[src/rtl/core/stup_pkg.sv]
package stup_pkg;

   localparam int VALUE_BITS  = 32;
   localparam int OFFSET_BITS = 16;
   localparam int BASE_BITS   = 6;
   localparam int CHAR_BITS   = 8;
   localparam int PHASE_BITS  = 3;
   localparam int PROD_BITS   = VALUE_BITS + BASE_BITS;

   localparam logic [BASE_BITS-1:0] BASE_RESET = BASE_BITS'(10);
   localparam logic [BASE_BITS-1:0] BASE_AUTO  = BASE_BITS'(0);
   localparam logic [BASE_BITS-1:0] BASE_ONE   = BASE_BITS'(1);
   localparam logic [BASE_BITS-1:0] BASE_OCT   = BASE_BITS'(8);
   localparam logic [BASE_BITS-1:0] BASE_DEC   = BASE_BITS'(10);
   localparam logic [BASE_BITS-1:0] BASE_HEX   = BASE_BITS'(16);
   localparam logic [BASE_BITS-1:0] BASE_MAX   = BASE_BITS'(36);

   localparam logic [PHASE_BITS-1:0] PH_DONE   = 3'd0;
   localparam logic [PHASE_BITS-1:0] PH_SPACE  = 3'd1;
   localparam logic [PHASE_BITS-1:0] PH_SIGNED = 3'd2;
   localparam logic [PHASE_BITS-1:0] PH_ZERO   = 3'd3;
   localparam logic [PHASE_BITS-1:0] PH_ZEROX  = 3'd4;
   localparam logic [PHASE_BITS-1:0] PH_DIGITS = 3'd5;

   localparam logic [CHAR_BITS-1:0] CH_TAB    = 8'd9;
   localparam logic [CHAR_BITS-1:0] CH_CR     = 8'd13;
   localparam logic [CHAR_BITS-1:0] CH_SPACE  = 8'd32;
   localparam logic [CHAR_BITS-1:0] CH_PLUS   = 8'd43;
   localparam logic [CHAR_BITS-1:0] CH_MINUS  = 8'd45;
   localparam logic [CHAR_BITS-1:0] CH_ZERO   = 8'd48;
   localparam logic [CHAR_BITS-1:0] CH_LOW_A  = 8'd97;
   localparam logic [CHAR_BITS-1:0] CH_UP_X   = 8'd88;
   localparam logic [CHAR_BITS-1:0] CH_LOW_X  = 8'd120;
   localparam logic [CHAR_BITS-1:0] NOT_DIGIT = 8'd255;

   // Digit value of a character (0-9, then a-z or A-Z as 10..35), or NOT_DIGIT.
   function automatic logic [CHAR_BITS-1:0] digit_of(input logic [CHAR_BITS-1:0] c);
      logic [CHAR_BITS-1:0] low;
      logic [CHAR_BITS-1:0] dec_off;
      logic [CHAR_BITS-1:0] alpha_off;
      low       = c | 8'd32;
      dec_off   = c - CH_ZERO;
      alpha_off = low - CH_LOW_A;
      if (dec_off < 8'd10) begin
         digit_of = dec_off;
      end else if (alpha_off < 8'd26) begin
         digit_of = alpha_off + 8'd10;
      end else begin
         digit_of = NOT_DIGIT;
      end
   endfunction

endpackage

[src/rtl/core/string_to_unsigned_parser.sv]
// A request that ends the parse waits in the input register while the result register
// is full. Throughput: one character per cycle apart from that wait; the input register
// feeds digit logic (one 32x6 multiply-add and overflow check) into the parse state.
// Reset: parser waits for a string start, all parse state is zero, radix register
// holds 10, and both the input and result registers are empty.
module string_to_unsigned_parser
   import stup_pkg::*;
(
   input  logic                       clock,
   input  logic                       reset,
   input  logic                       req_tvalid,
   output logic                       req_tready,
   // [7:0] char_code
   input  logic [7:0]                 req_tdata,
   // [0] string_start
   input  logic                       req_tuser,
   output logic                       rsp_tvalid,
   input  logic                       rsp_tready,
   // [31:0] parsed_value, [47:32] end_offset
   output logic [47:0]                rsp_tdata,
   // [0] converted, [1] overflowed
   output logic [1:0]                 rsp_tuser,
   input  logic                       csr_wr_en,
   input  logic [BASE_BITS-1:0]       csr_wr_data
);

   localparam logic [OFFSET_BITS-1:0] OFF_MAX = {OFFSET_BITS{1'b1}};

   // Configuration register.
   logic [BASE_BITS-1:0]   number_base_ff;

   // Input register.
   logic                   in_valid_ff;
   logic [CHAR_BITS-1:0]   in_char_ff;
   logic                   in_start_ff;

   // Parse state.
   logic [PHASE_BITS-1:0]  phase_ff, phase_in;
   logic [VALUE_BITS-1:0]  acc_ff, acc_in;
   logic                   neg_ff, neg_in;
   logic                   seen_ff, seen_in;
   logic                   sat_ff, sat_in;
   logic [BASE_BITS-1:0]   base_ff, base_in;
   logic [OFFSET_BITS-1:0] pos_ff, pos_in;
   logic [OFFSET_BITS-1:0] zpos_ff, zpos_in;

   // Result register.
   logic                   rsp_valid_ff;
   logic [VALUE_BITS-1:0]  rsp_value_ff;
   logic [OFFSET_BITS-1:0] rsp_offset_ff;
   logic                   rsp_conv_ff;
   logic                   rsp_ovf_ff;

   logic                   emit;
   logic [OFFSET_BITS-1:0] end_pos;
   logic [VALUE_BITS-1:0]  value_out;
   logic [OFFSET_BITS-1:0] offset_out;
   logic                   out_free;
   logic                   fire;

   function automatic logic [OFFSET_BITS-1:0] sat_inc(input logic [OFFSET_BITS-1:0] v);
      sat_inc = (v == OFF_MAX) ? OFF_MAX : v + OFFSET_BITS'(1);
   endfunction

   always_comb begin
      logic                  do_num;
      logic                  do_digit;
      logic [CHAR_BITS-1:0]  d;
      logic [PROD_BITS-1:0]  prod;
      logic                  is_space;
      logic [VALUE_BITS-1:0] acc_hold;

      phase_in = phase_ff;
      acc_in   = acc_ff;
      neg_in   = neg_ff;
      seen_in  = seen_ff;
      sat_in   = sat_ff;
      base_in  = base_ff;
      pos_in   = pos_ff;
      zpos_in  = zpos_ff;
      emit     = 1'b0;
      end_pos  = '0;
      do_num   = 1'b0;
      do_digit = 1'b0;
      d        = digit_of(in_char_ff);
      prod     = '0;
      is_space = (in_char_ff == CH_SPACE) || (in_char_ff >= CH_TAB && in_char_ff <= CH_CR);

      if (in_start_ff) begin
         acc_in   = '0;
         neg_in   = 1'b0;
         seen_in  = 1'b0;
         sat_in   = 1'b0;
         pos_in   = '0;
         zpos_in  = '0;
         base_in  = number_base_ff;
         phase_in = PH_SPACE;
      end

      if (in_start_ff && (base_in == BASE_ONE || base_in > BASE_MAX)) begin
         emit     = 1'b1;
         phase_in = PH_DONE;
      end else begin
         case (phase_in)
            PH_SPACE: begin
               if (is_space) begin
                  pos_in = sat_inc(pos_in);
               end else if (in_char_ff == CH_PLUS || in_char_ff == CH_MINUS) begin
                  neg_in   = (in_char_ff == CH_MINUS);
                  pos_in   = sat_inc(pos_in);
                  phase_in = PH_SIGNED;
               end else begin
                  do_num = 1'b1;
               end
            end
            PH_SIGNED: begin
               do_num = 1'b1;
            end
            PH_ZERO: begin
               if (in_char_ff == CH_LOW_X || in_char_ff == CH_UP_X) begin
                  pos_in   = sat_inc(pos_in);
                  phase_in = PH_ZEROX;
               end else begin
                  if (base_in == BASE_AUTO) begin
                     base_in = BASE_OCT;
                  end
                  seen_in  = 1'b1;
                  phase_in = PH_DIGITS;
                  do_digit = 1'b1;
               end
            end
            PH_ZEROX: begin
               if (d < 8'd16) begin
                  base_in  = BASE_HEX;
                  phase_in = PH_DIGITS;
                  do_digit = 1'b1;
               end else begin
                  // A bare 0x prefix parses as the single zero before it.
                  seen_in = 1'b1;
                  emit    = 1'b1;
                  end_pos = sat_inc(zpos_in);
               end
            end
            PH_DIGITS: begin
               do_digit = 1'b1;
            end
            default: begin
            end
         endcase

         if (do_num) begin
            if ((base_in == BASE_AUTO || base_in == BASE_HEX) && in_char_ff == CH_ZERO) begin
               zpos_in  = pos_in;
               pos_in   = sat_inc(pos_in);
               phase_in = PH_ZERO;
            end else begin
               if (base_in == BASE_AUTO) begin
                  base_in = BASE_DEC;
               end
               phase_in = PH_DIGITS;
               do_digit = 1'b1;
            end
         end

         if (do_digit) begin
            if (d >= {{(CHAR_BITS-BASE_BITS){1'b0}}, base_in}) begin
               emit    = 1'b1;
               end_pos = pos_in;
            end else begin
               // Overflow exactly when acc * base + digit no longer fits the value width.
               prod = {{BASE_BITS{1'b0}}, acc_in} * {{VALUE_BITS{1'b0}}, base_in}
                      + {{(PROD_BITS-CHAR_BITS){1'b0}}, d};
               if (sat_in || prod[PROD_BITS-1:VALUE_BITS] != '0) begin
                  sat_in = 1'b1;
               end else begin
                  acc_in = prod[VALUE_BITS-1:0];
               end
               seen_in = 1'b1;
               pos_in  = sat_inc(pos_in);
            end
         end

         if (emit) begin
            phase_in = PH_DONE;
         end
      end

      // A request that ends the parse never adds a digit, so the result is taken from
      // the stored accumulator and stays off the multiply path.
      acc_hold = in_start_ff ? '0 : acc_ff;
      if (sat_in) begin
         value_out = {VALUE_BITS{1'b1}};
      end else if (neg_in) begin
         value_out = '0 - acc_hold;
      end else begin
         value_out = acc_hold;
      end
      offset_out = seen_in ? end_pos : '0;
   end

   assign out_free   = !rsp_valid_ff || rsp_tready;
   assign fire       = in_valid_ff && (!emit || out_free);
   assign req_tready = !in_valid_ff || fire;

   always_ff @(posedge clock) begin
      if (reset) begin
         number_base_ff <= BASE_RESET;
      end else if (csr_wr_en) begin
         number_base_ff <= csr_wr_data;
      end
   end

   always_ff @(posedge clock) begin
      if (reset) begin
         in_valid_ff <= 1'b0;
      end else if (req_tready) begin
         in_valid_ff <= req_tvalid;
      end
   end

   always_ff @(posedge clock) begin
      if (req_tready && req_tvalid) begin
         in_char_ff  <= req_tdata;
         in_start_ff <= req_tuser;
      end
   end

   always_ff @(posedge clock) begin
      if (reset) begin
         phase_ff <= PH_DONE;
         acc_ff   <= '0;
         neg_ff   <= 1'b0;
         seen_ff  <= 1'b0;
         sat_ff   <= 1'b0;
         base_ff  <= '0;
         pos_ff   <= '0;
         zpos_ff  <= '0;
      end else if (fire) begin
         phase_ff <= phase_in;
         acc_ff   <= acc_in;
         neg_ff   <= neg_in;
         seen_ff  <= seen_in;
         sat_ff   <= sat_in;
         base_ff  <= base_in;
         pos_ff   <= pos_in;
         zpos_ff  <= zpos_in;
      end
   end

   always_ff @(posedge clock) begin
      if (reset) begin
         rsp_valid_ff <= 1'b0;
      end else if (fire && emit) begin
         rsp_valid_ff <= 1'b1;
      end else if (rsp_tready) begin
         rsp_valid_ff <= 1'b0;
      end
   end

   always_ff @(posedge clock) begin
      if (fire && emit) begin
         rsp_value_ff  <= value_out;
         rsp_offset_ff <= offset_out;
         rsp_conv_ff   <= seen_in;
         rsp_ovf_ff    <= sat_in;
      end
   end

   assign rsp_tvalid = rsp_valid_ff;
   assign rsp_tdata  = {rsp_offset_ff, rsp_value_ff};
   assign rsp_tuser  = {rsp_ovf_ff, rsp_conv_ff};

`ifndef SYNTH
   a_no_conv_zero: assert property (@(posedge clock) disable iff (reset)
      rsp_valid_ff && !rsp_conv_ff |-> rsp_offset_ff == '0 && !rsp_ovf_ff)
      else $error("result without digits carries an offset or overflow");

   a_ovf_all_ones: assert property (@(posedge clock) disable iff (reset)
      rsp_valid_ff && rsp_ovf_ff |-> rsp_value_ff == {VALUE_BITS{1'b1}})
      else $error("overflowed result is not saturated");

   a_held_request: assert property (@(posedge clock) disable iff (reset)
      in_valid_ff && !fire |=> in_valid_ff && $stable(in_char_ff) && $stable(in_start_ff))
      else $error("stalled request was dropped or changed");

   a_done_after_emit: assert property (@(posedge clock) disable iff (reset)
      fire && emit |=> phase_ff == PH_DONE && rsp_valid_ff)
      else $error("parse did not finish after giving its result");
`endif

endmodule
[config.mk]
export PLATFORM = sky130hd
export DESIGN_NAME = string_to_unsigned_parser
export DESIGN_NICKNAME = d
export VERILOG_FILES = /design/src/rtl/core/stup_pkg.sv /design/src/rtl/core/string_to_unsigned_parser.sv
export SDC_FILE = /design/constraint.sdc
export NUM_CORES = 1
export LEC_CHECK = 0
export ABC_AREA = 1
export BUFFER_PORTS_ARGS = -buffer_cell sky130_fd_sc_hd__buf_2
export CORE_UTILIZATION = 55
export CTS_CLUSTER_DIAMETER = 50
export DETAILED_ROUTE_END_ITERATION = 8
export GPL_TIMING_DRIVEN = 0
export MAX_ROUTING_LAYER = met4
export PLACE_DENSITY = 0.82
export SLEW_MARGIN = 20
export SYNTH_ARGS = -nofsm -noshare
export SYNTH_HDL_FRONTEND = slang
export SYNTH_SLANG_ARGS = --single-unit
[constraint.sdc]
create_clock -name clock -period 8.9 [get_ports clock]
set_input_delay 1.78 -clock clock [delete_from_list [all_inputs] [get_ports clock]]
set_output_delay 1.78 -clock clock [all_outputs]
set_load 0.02 [all_outputs]
==> impl_metrics.py, run 1 <==
metrics = {
    "status": {
        "run_status": "complete, no violations",
    },
    "clock_network": {
        "cts_max_level": 4,
        "cts.sinks": 143,
        "clk_pin_slew_worst_paths_ns": 0.07,
        "cts_buffers": 17,
        "cts_root_buffer": "clkbuf_16",
        "cts_tree": "done",
        "cts_buffer_depth": 2,
        "hold_buffers": 0,
        "clock_latency_ns": 0.45,
    },
    "power": {
        "clkPwrFrac": 0.382,
        "internal_power_w": 0.00118,
        "power_density_nw_per_um2": 98.1,
        "p_leak_nw": 8.65,
        "peakVddDrop_v": 0.000102,
        "combPwrFrac": 0.214,
        "seq_power_share": 0.404,
        "switching_power_w": 0.000618,
        "p_sw_frac": 0.344,
    },
    "global_route": {
        "grt_usage": 0.370,
        "antenna_found_initial": 0,
        "grt_pass1_vias": 16400,
        "grt_start_max_net_pins": 32,
        "grt_pass1_wl_mm": 85.9,
        "grt_overflow_total": 0,
    },
    "yosys": {
        "syn_area_um2": 16600,
        "seq_area_frac_synth": 0.207,
        "synthArstFlopShare": 0,
        "yosysUniqueCellTypes": 58,
        "yosysWarningCount": 0,
        "avgSynthCellArea_um2": 7.02,
        "synth_top_cells_by_count": "nand2_1, nor2_1, inv_1",
        "synth_flop_cell": "dfxtp_1",
        "yosys.area.top_type": "fa_1",
        "synth_edf_count": 59,
        "yosysTopAreaCellShare": 0.152,
        "synthesis.nets": 2618,
        "ys_seq_elements": 143,
        "synth.most_common_cell": "nand2_1",
        "synthTopCellsByArea": "fa_1, edfxtp_1, nand2_1",
        "synth_cells": 2370,
    },
    "floorplanning": {
        "die_w_um": 176,
        "start_util": 0.560,
        "die-area_um2": 31000,
        "num_rows": 63,
        "io_pins": 72,
        "die_h_um": 176,
        "core_area_um2": 29700,
    },
    "setup_path": {
        "worstPathRequired_ns": 9.05,
        "timing.rr.end": "rsp_value_ff[13]",
        "start_kind": "flip-flop",
        "r2r_setup_slack_ns": 0.43,
        "crit_path_max_incr_delay_ns": 0.56,
        "r2r_cells": 46,
        "cp_max_fo": 10,
        "worstPathArrival_ns": 8.61,
        "end_kind": "flip-flop",
        "path_common_cell": "inv_1",
        "crit_type": "reg2reg",
        "slowest_stage": "fa_1",
        "r2r-start": "in_char_ff[1]",
    },
    "sta": {
        "drv_slew": 0,
        "fin_worst_skew_ns": 0.0124,
        "min_period_ns": 8.47,
        "tightest_slew_ns": 1.12,
        "finalSetupViolations": 0,
        "relSlewSlack": 0.248,
        "fmax_mhz": 118,
        "totalNegativeSetupSlack_ns": 0,
        "fin_ws_ns": 0.435,
        "post-route-period-util": 0.951,
        "hold_viol_final": 0,
    },
    "min_path": {
        "hold_path_end": "seen_ff",
        "holdPathStages": 2,
        "hp-class": "reg2reg",
        "hp-start": "seen_ff",
    },
    "cells_and_area": {
        "drive_above_1_share": 0.119,
        "area_growth_pct": 10.1,
        "n_antenna_cell": 0,
        "nets": 2720,
    },
    "detailed_routing": {
        "wl_mm": 54.3,
        "ant_nets": 0,
        "dr.first_iter.drc_count": 1983,
        "firstDrtPassIters": 6,
        "vias": 17000,
        "drc_errors": 0,
        "wl_per_cell_um": 18.9,
        "avgViaCountPerCell": 5.90,
    },
    "place": {
        "portBuffers": 70,
        "place.gp.congestion": 1.04,
        "dp_slack_ns": -1.08,
        "dp.final_hpwl_mm": 43.4,
    },
    "flow_run": {
        "cap_viol_max_count": 0,
    },
}
kinds of logic after synthesis:
kind of cell / count (synthesis) / synth area share
adder cells (fa/ha/maj): 228 / 0.228
flip-flops: 143 / 0.207
AND/OR/NAND/NOR: 1173 / 0.315
XOR/XNOR: 63 / 0.0331
buffers and inverters: 394 / 0.0951
AO/OA/AOI/OAI: 369 / 0.121
worst max path at each step:
stage	start	to	slack [ns]
global placement	in_char_ff[0]	acc_ff[24]	-0.93
detailed placement	in_char_ff[0]	acc_ff[25]	-1.08
global route	in_char_ff[1]	rsp_value_ff[29]	-0.08
CTS	in_char_ff[1]	rsp_value_ff[13]	0.03
finish	in_char_ff[1]	rsp_value_ff[13]	0.43
floorplan	in_char_ff[0]	acc_ff[15]	1.06
what timing repair did:
item                                    in CTS  in global routing
resized for setup                           21                 49
buffers inserted                             1                 11
cloned                                       0                  0
endpoints found under the setup margin      66                 66
pin swaps                                    0                  4
power groups by stage:
stage | combinational [W] | sequential (W) | clock [W]
final | 0.000385 | 0.000727 | 0.000687
after global routing | 0.000412 | 0.000729 | 0.000710
after CTS | 0.000360 | 0.000726 | 0.000682
after detailed placement | 0.000355 | 0.000741 | 0
after global placement | 0.000346 | 0.000741 | 0
after floorplan | 0.000219 | 0.000754 | 0
critical path, delay by kind of cell (launching register included):
family	cells	cell delay, ns
DFF	1	0.43
AOI/OAI and AO/OA	7	1.18
xor gates and xnor gates	1	0.15
and+or+nand+nor	19	2.18
adders and majority gates	7	2.75
buffers and inverters	12	1.48
metrics by stage:
step | power (W) | hold slack, ns | area (um2) | util | cells
4_1_cts | 0.00177 | 0.468 | 18100 | 0.609 | 2864
3_5_place_dp | 0.00110 | 0.457 | 17500 | 0.589 | 2831
3_3_place_gp | 0.00109 | 0.442 | 17500 | 0.588 | 2830
6_report | 0.00180 | 0.467 | 18300 | 0.616 | 2875
2_1_floorplan | 0.000973 | 0.421 | 16600 | - | 2370
5_1_grt | 0.00185 | 0.486 | 18300 | 0.616 | 2875
cells in the final DEF (no fill, tap or decap), types with 11 or more instances in the layout:
| cell type | count |
|---|---|
| a21oi_1 | 179 |
| inv_2 | 20 |
| nor2_4 | 11 |
| nand3_2 | 13 |
| edfxtp_1 | 59 |
| dfxtp_1 | 84 |
| xor2_1 | 38 |
| o211ai_1 | 11 |
| nand2_1 | 462 |
| clkbuf_16 | 17 |
| nand2_2 | 22 |
| inv_1 | 287 |
| nor2_2 | 23 |
| nor2_1 | 374 |
| clkbuf_1 | 35 |
| buf_4 | 17 |
| fa_1 | 126 |
| nand4_1 | 29 |
| ha_1 | 100 |
| nor3_1 | 20 |
| nand3_1 | 164 |
| xnor2_1 | 25 |
| buf_2 | 86 |
| o21ai_1 | 17 |
| o21ai_0 | 101 |
final cells by class:
cell class / instances / area (um2)
Buffer: 78 / 432
Multi-Input combinational cell: 1833 / 11700
Clock inverter: 15 / 125
Inverter: 316 / 1200
Tap cell: 390 / 488
Timing Repair Buffer: 83 / 468
Clock buffer: 17 / 425
Sequential cell: 143 / 3450
Fill cell: 2689 / 11400
per-layer routing:
metal / track usage / routed length [um] / vias up
li1: - / - / 7867
met1: 0.442 / 20800 / 7952
met2: 0.571 / 24800 / 931
met3: 0.0693 / 5210 / 202
met4: 0.245 / 3500 / 0
met5: - / 0 / -
state kept, by name (all words and copies together), names as in the netlist:
name and cells:
acc_ff 32, in_start_ff 1, number_base_ff 6, rsp_tvalid 1, phase_ff 3, pos_ff 16, seen_ff 1, base_ff 6
rsp_offset_ff 16, neg_ff 1, rsp_value_ff 32, in_valid_ff 1, sat_ff 1, rsp_ovf_ff 1, rsp_conv_ff 1, zpos_ff 16
in_char_ff 8
No activity file was read; power rests on OpenSTA's default activity.
==> run 2: changes to the inputs <==
ABC_AREA = unset   (was 1)
CORE_ASPECT_RATIO = 1.2   (was unset)
PLACE_DENSITY = 0.85   (was 0.82)
clock period = 7.7 ns   (was 8.9 ns; I/O delays follow)
==> impl_metrics.py, run 2 <==
metrics = {
    "status": {
        "run_status": "finished, violations left",
        "violations": "negative setup slack",
    },
    "flow_run": {
        "cap_viol_max_count": 0,
    },
    "sta": {
        "rsz0062_at_grt": "yes",
        "drv_slew": 0,
        "min_period_ns": 9.25,
        "tightest_slew_ns": 1.16,
        "relSlewSlack": 0.224,
        "totalNegativeSetupSlack_ns": -98.00,
        "fin_ws_ns": -1.55,
        "post-route-period-util": 1.20,
        "finalSetupViolations": 66,
        "fin_worst_skew_ns": 0.0186,
        "worst_hold_slack_ns": 0.471,
        "hold_viol_final": 0,
        "fmax_mhz": 108,
    },
    "floorplanning": {
        "die-area_um2": 28800,
        "io_pins": 72,
        "num_rows": 66,
        "die_w_um": 155,
        "start_util": 0.565,
        "core_area_um2": 27400,
        "die_h_um": 186,
    },
    "detailed_routing": {
        "avgViaCountPerCell": 6.72,
        "wl_mm": 57.8,
        "vias": 16300,
        "wl_met2_mm": 27.1,
        "wl_met3_mm": 6.41,
        "dr.first_iter.drc_count": 2152,
        "ant_nets": 0,
        "met1_length_mm": 18.6,
        "dr.max_layer_used": "met4",
        "wl_per_cell_um": 23.9,
        "drc_errors": 0,
        "firstDrtPassIters": 6,
    },
    "global_route": {
        "grt_overflow_total": 0,
        "grt_pass1_wl_mm": 85.9,
        "grt_pass1_vias": 15900,
        "grt_usage": 0.404,
        "antenna_found_initial": 0,
        "grt_start_max_net_pins": 24,
    },
    "cells_and_area": {
        "layout_commonest_cell": "nor2_1",
        "area_growth_pct": 19.8,
        "nets": 2281,
        "final_cell_mix": "nor2_1, nand2_1, fa_1",
        "finalNonFillerCells": 2421,
        "drive_above_1_share": 0.180,
        "reg_top3": "acc_ff x32, rsp_value_ff x32",
        "final_util": 0.676,
    },
    "power": {
        "internal_power_w": 0.00138,
        "clkPwrFrac": 0.395,
        "switching_power_w": 0.000642,
        "p_leak_nw": 8.12,
        "p_sw_frac": 0.317,
        "power_density_nw_per_um2": 109,
        "combPwrFrac": 0.197,
        "seq_power_share": 0.408,
        "peakVddDrop_v": 0.000113,
    },
    "yosys": {
        "synth_compound_area_frac": 0.185,
        "synth_top_family_by_area": "adder cells",
        "synth_edf_count": 59,
        "synthAdderAreaFrac": 0.245,
        "yosysTopAreaCellShare": 0.163,
        "synthTopCellsByArea": "fa_1, edfxtp_1, dfxtp_1",
        "syn_area_um2": 15500,
        "seq_area_frac_synth": 0.223,
        "synthMuxAreaShare": 0.0173,
        "synth_flop_cell": "dfxtp_1",
        "synth_cells": 1867,
        "yosysUniqueCellTypes": 97,
        "yosysWarningCount": 0,
        "synth.most_common_cell": "nor2_1",
        "synth_top_cells_by_count": "nor2_1, nand2_1, fa_1",
        "synthesis.nets": 2115,
        "synthXorXnorAreaFrac": 0.0475,
        "ys_seq_elements": 143,
        "synthSimpleGateAreaFrac": 0.233,
        "yosys.area.top_type": "fa_1",
        "synthArstFlopShare": 0,
        "avgSynthCellArea_um2": 8.29,
    },
    "setup_path": {
        "path_buf_inv": 10,
        "worstPathArrival_ns": 9.60,
        "crit_type": "reg2reg",
        "cp_top_family": "compound AO/OA/AOI/OAI gates",
        "crit_path_max_incr_delay_ns": 0.62,
        "path_common_cell": "buf_6",
        "worstPathRequired_ns": 8.05,
        "slowest_stage": "a2111oi_4",
        "cp_max_fo": 10,
        "end_kind": "flip-flop",
        "start_kind": "flip-flop",
    },
    "min_path": {
        "hp-class": "reg2reg",
    },
    "clock_network": {
        "clock_latency_ns": 0.46,
        "cts.sinks": 143,
        "cts_root_buffer": "clkbuf_16",
        "cts_max_level": 4,
        "cts_tree": "done",
        "cts_buffer_depth": 2,
        "clk_pin_slew_worst_paths_ns": 0.07,
        "hold_buffers": 0,
        "cts_buffers": 17,
    },
    "place": {
        "place.gp.congestion": 0.985,
        "dp_slack_ns": -3.00,
        "dp.final_hpwl_mm": 39.1,
        "portBuffers": 70,
        "dp.cells": 2313,
    },
}
run 2: through the flow:
stage,power (W),instance area (um2)
2_1_floorplan,0.00103,15700
3_3_place_gp,0.00112,16600
3_5_place_dp,0.00113,16600
4_1_cts,0.00196,18100
5_1_grt,0.00206,18500
6_report,0.00202,18500
run 2: path summary, 6_finish.rpt:
kind | start | endpoint | slack (ns) | cells after the start
hold / removal | neg_ff | neg_ff | 0.47 | 2
hold reg to reg | neg_ff | neg_ff | 0.47 | 2
setup reg to reg | in_char_ff[2] | acc_ff[7] | -1.55 | 39
setup / recovery | in_char_ff[2] | acc_ff[7] | -1.55 | 39
run 2: logic make-up after synthesis:
logic type      count (synthesis)
compound gates                426
simple gates                  766
flops                         143
xor+xnor                       84
buf+inv                       194
mux                            26
fa+ha+maj                     228
run 2: what timing repair did:
| item | in CTS | in global routing |
|---|---|---|
| pin swaps | 41 | 58 |
| gates resized for setup | 94 | 91 |
| hold endpoints to repair | 0 | 0 |
| setup buffers | 48 | 30 |
| gates cloned | 5 | 0 |
| setup endpoints to repair | 101 | 83 |
run 2: final cells by class:
| type | count | area, um2 |
|---|---|---|
| flip-flops and latches | 143 | 3450 |
| plain buffers | 82 | 579 |
| repair buffers | 153 | 1140 |
| clock buffers | 20 | 447 |
| diodes | 1 | 2.50 |
| clock inverters | 12 | 85.1 |
| well taps | 374 | 468 |
| multi-input cells | 1530 | 12000 |
| fillers | 2093 | 8870 |
| inverters | 106 | 413 |
run 2: power by group through the flow:
| stage | registers, W | clock network, W | logic, W |
|---|---|---|---|
| after floorplan | 0.000857 | 0 | 0.000172 |
| after global placement | 0.000843 | 0 | 0.000277 |
| after detailed placement | 0.000842 | 0 | 0.000287 |
| after CTS | 0.000825 | 0.000782 | 0.000349 |
| after global routing | 0.000828 | 0.000815 | 0.000414 |
| final | 0.000826 | 0.000798 | 0.000399 |
run 2: per-layer routing:
metal / track usage / up-vias
met1: 0.413 / 7647
li1: - / 6898
met3: 0.105 / 507
met5: - / -
met4: 0.327 / 0
met2: 0.661 / 1215
run 2: worst register-to-register path, delay by kind of cell, from the launching register on:
| family | cells | cell delay (ns) |
|---|---|---|
| buffers and inverters | 10 | 1.36 |
| AOI/OAI and AO/OA | 13 | 3.37 |
| and+or+nand+nor | 8 | 1.38 |
| muxes | 1 | 0.33 |
| DFF | 1 | 0.39 |
| adders and majority gates | 6 | 2.12 |
| xor gates and xnor gates | 1 | 0.19 |
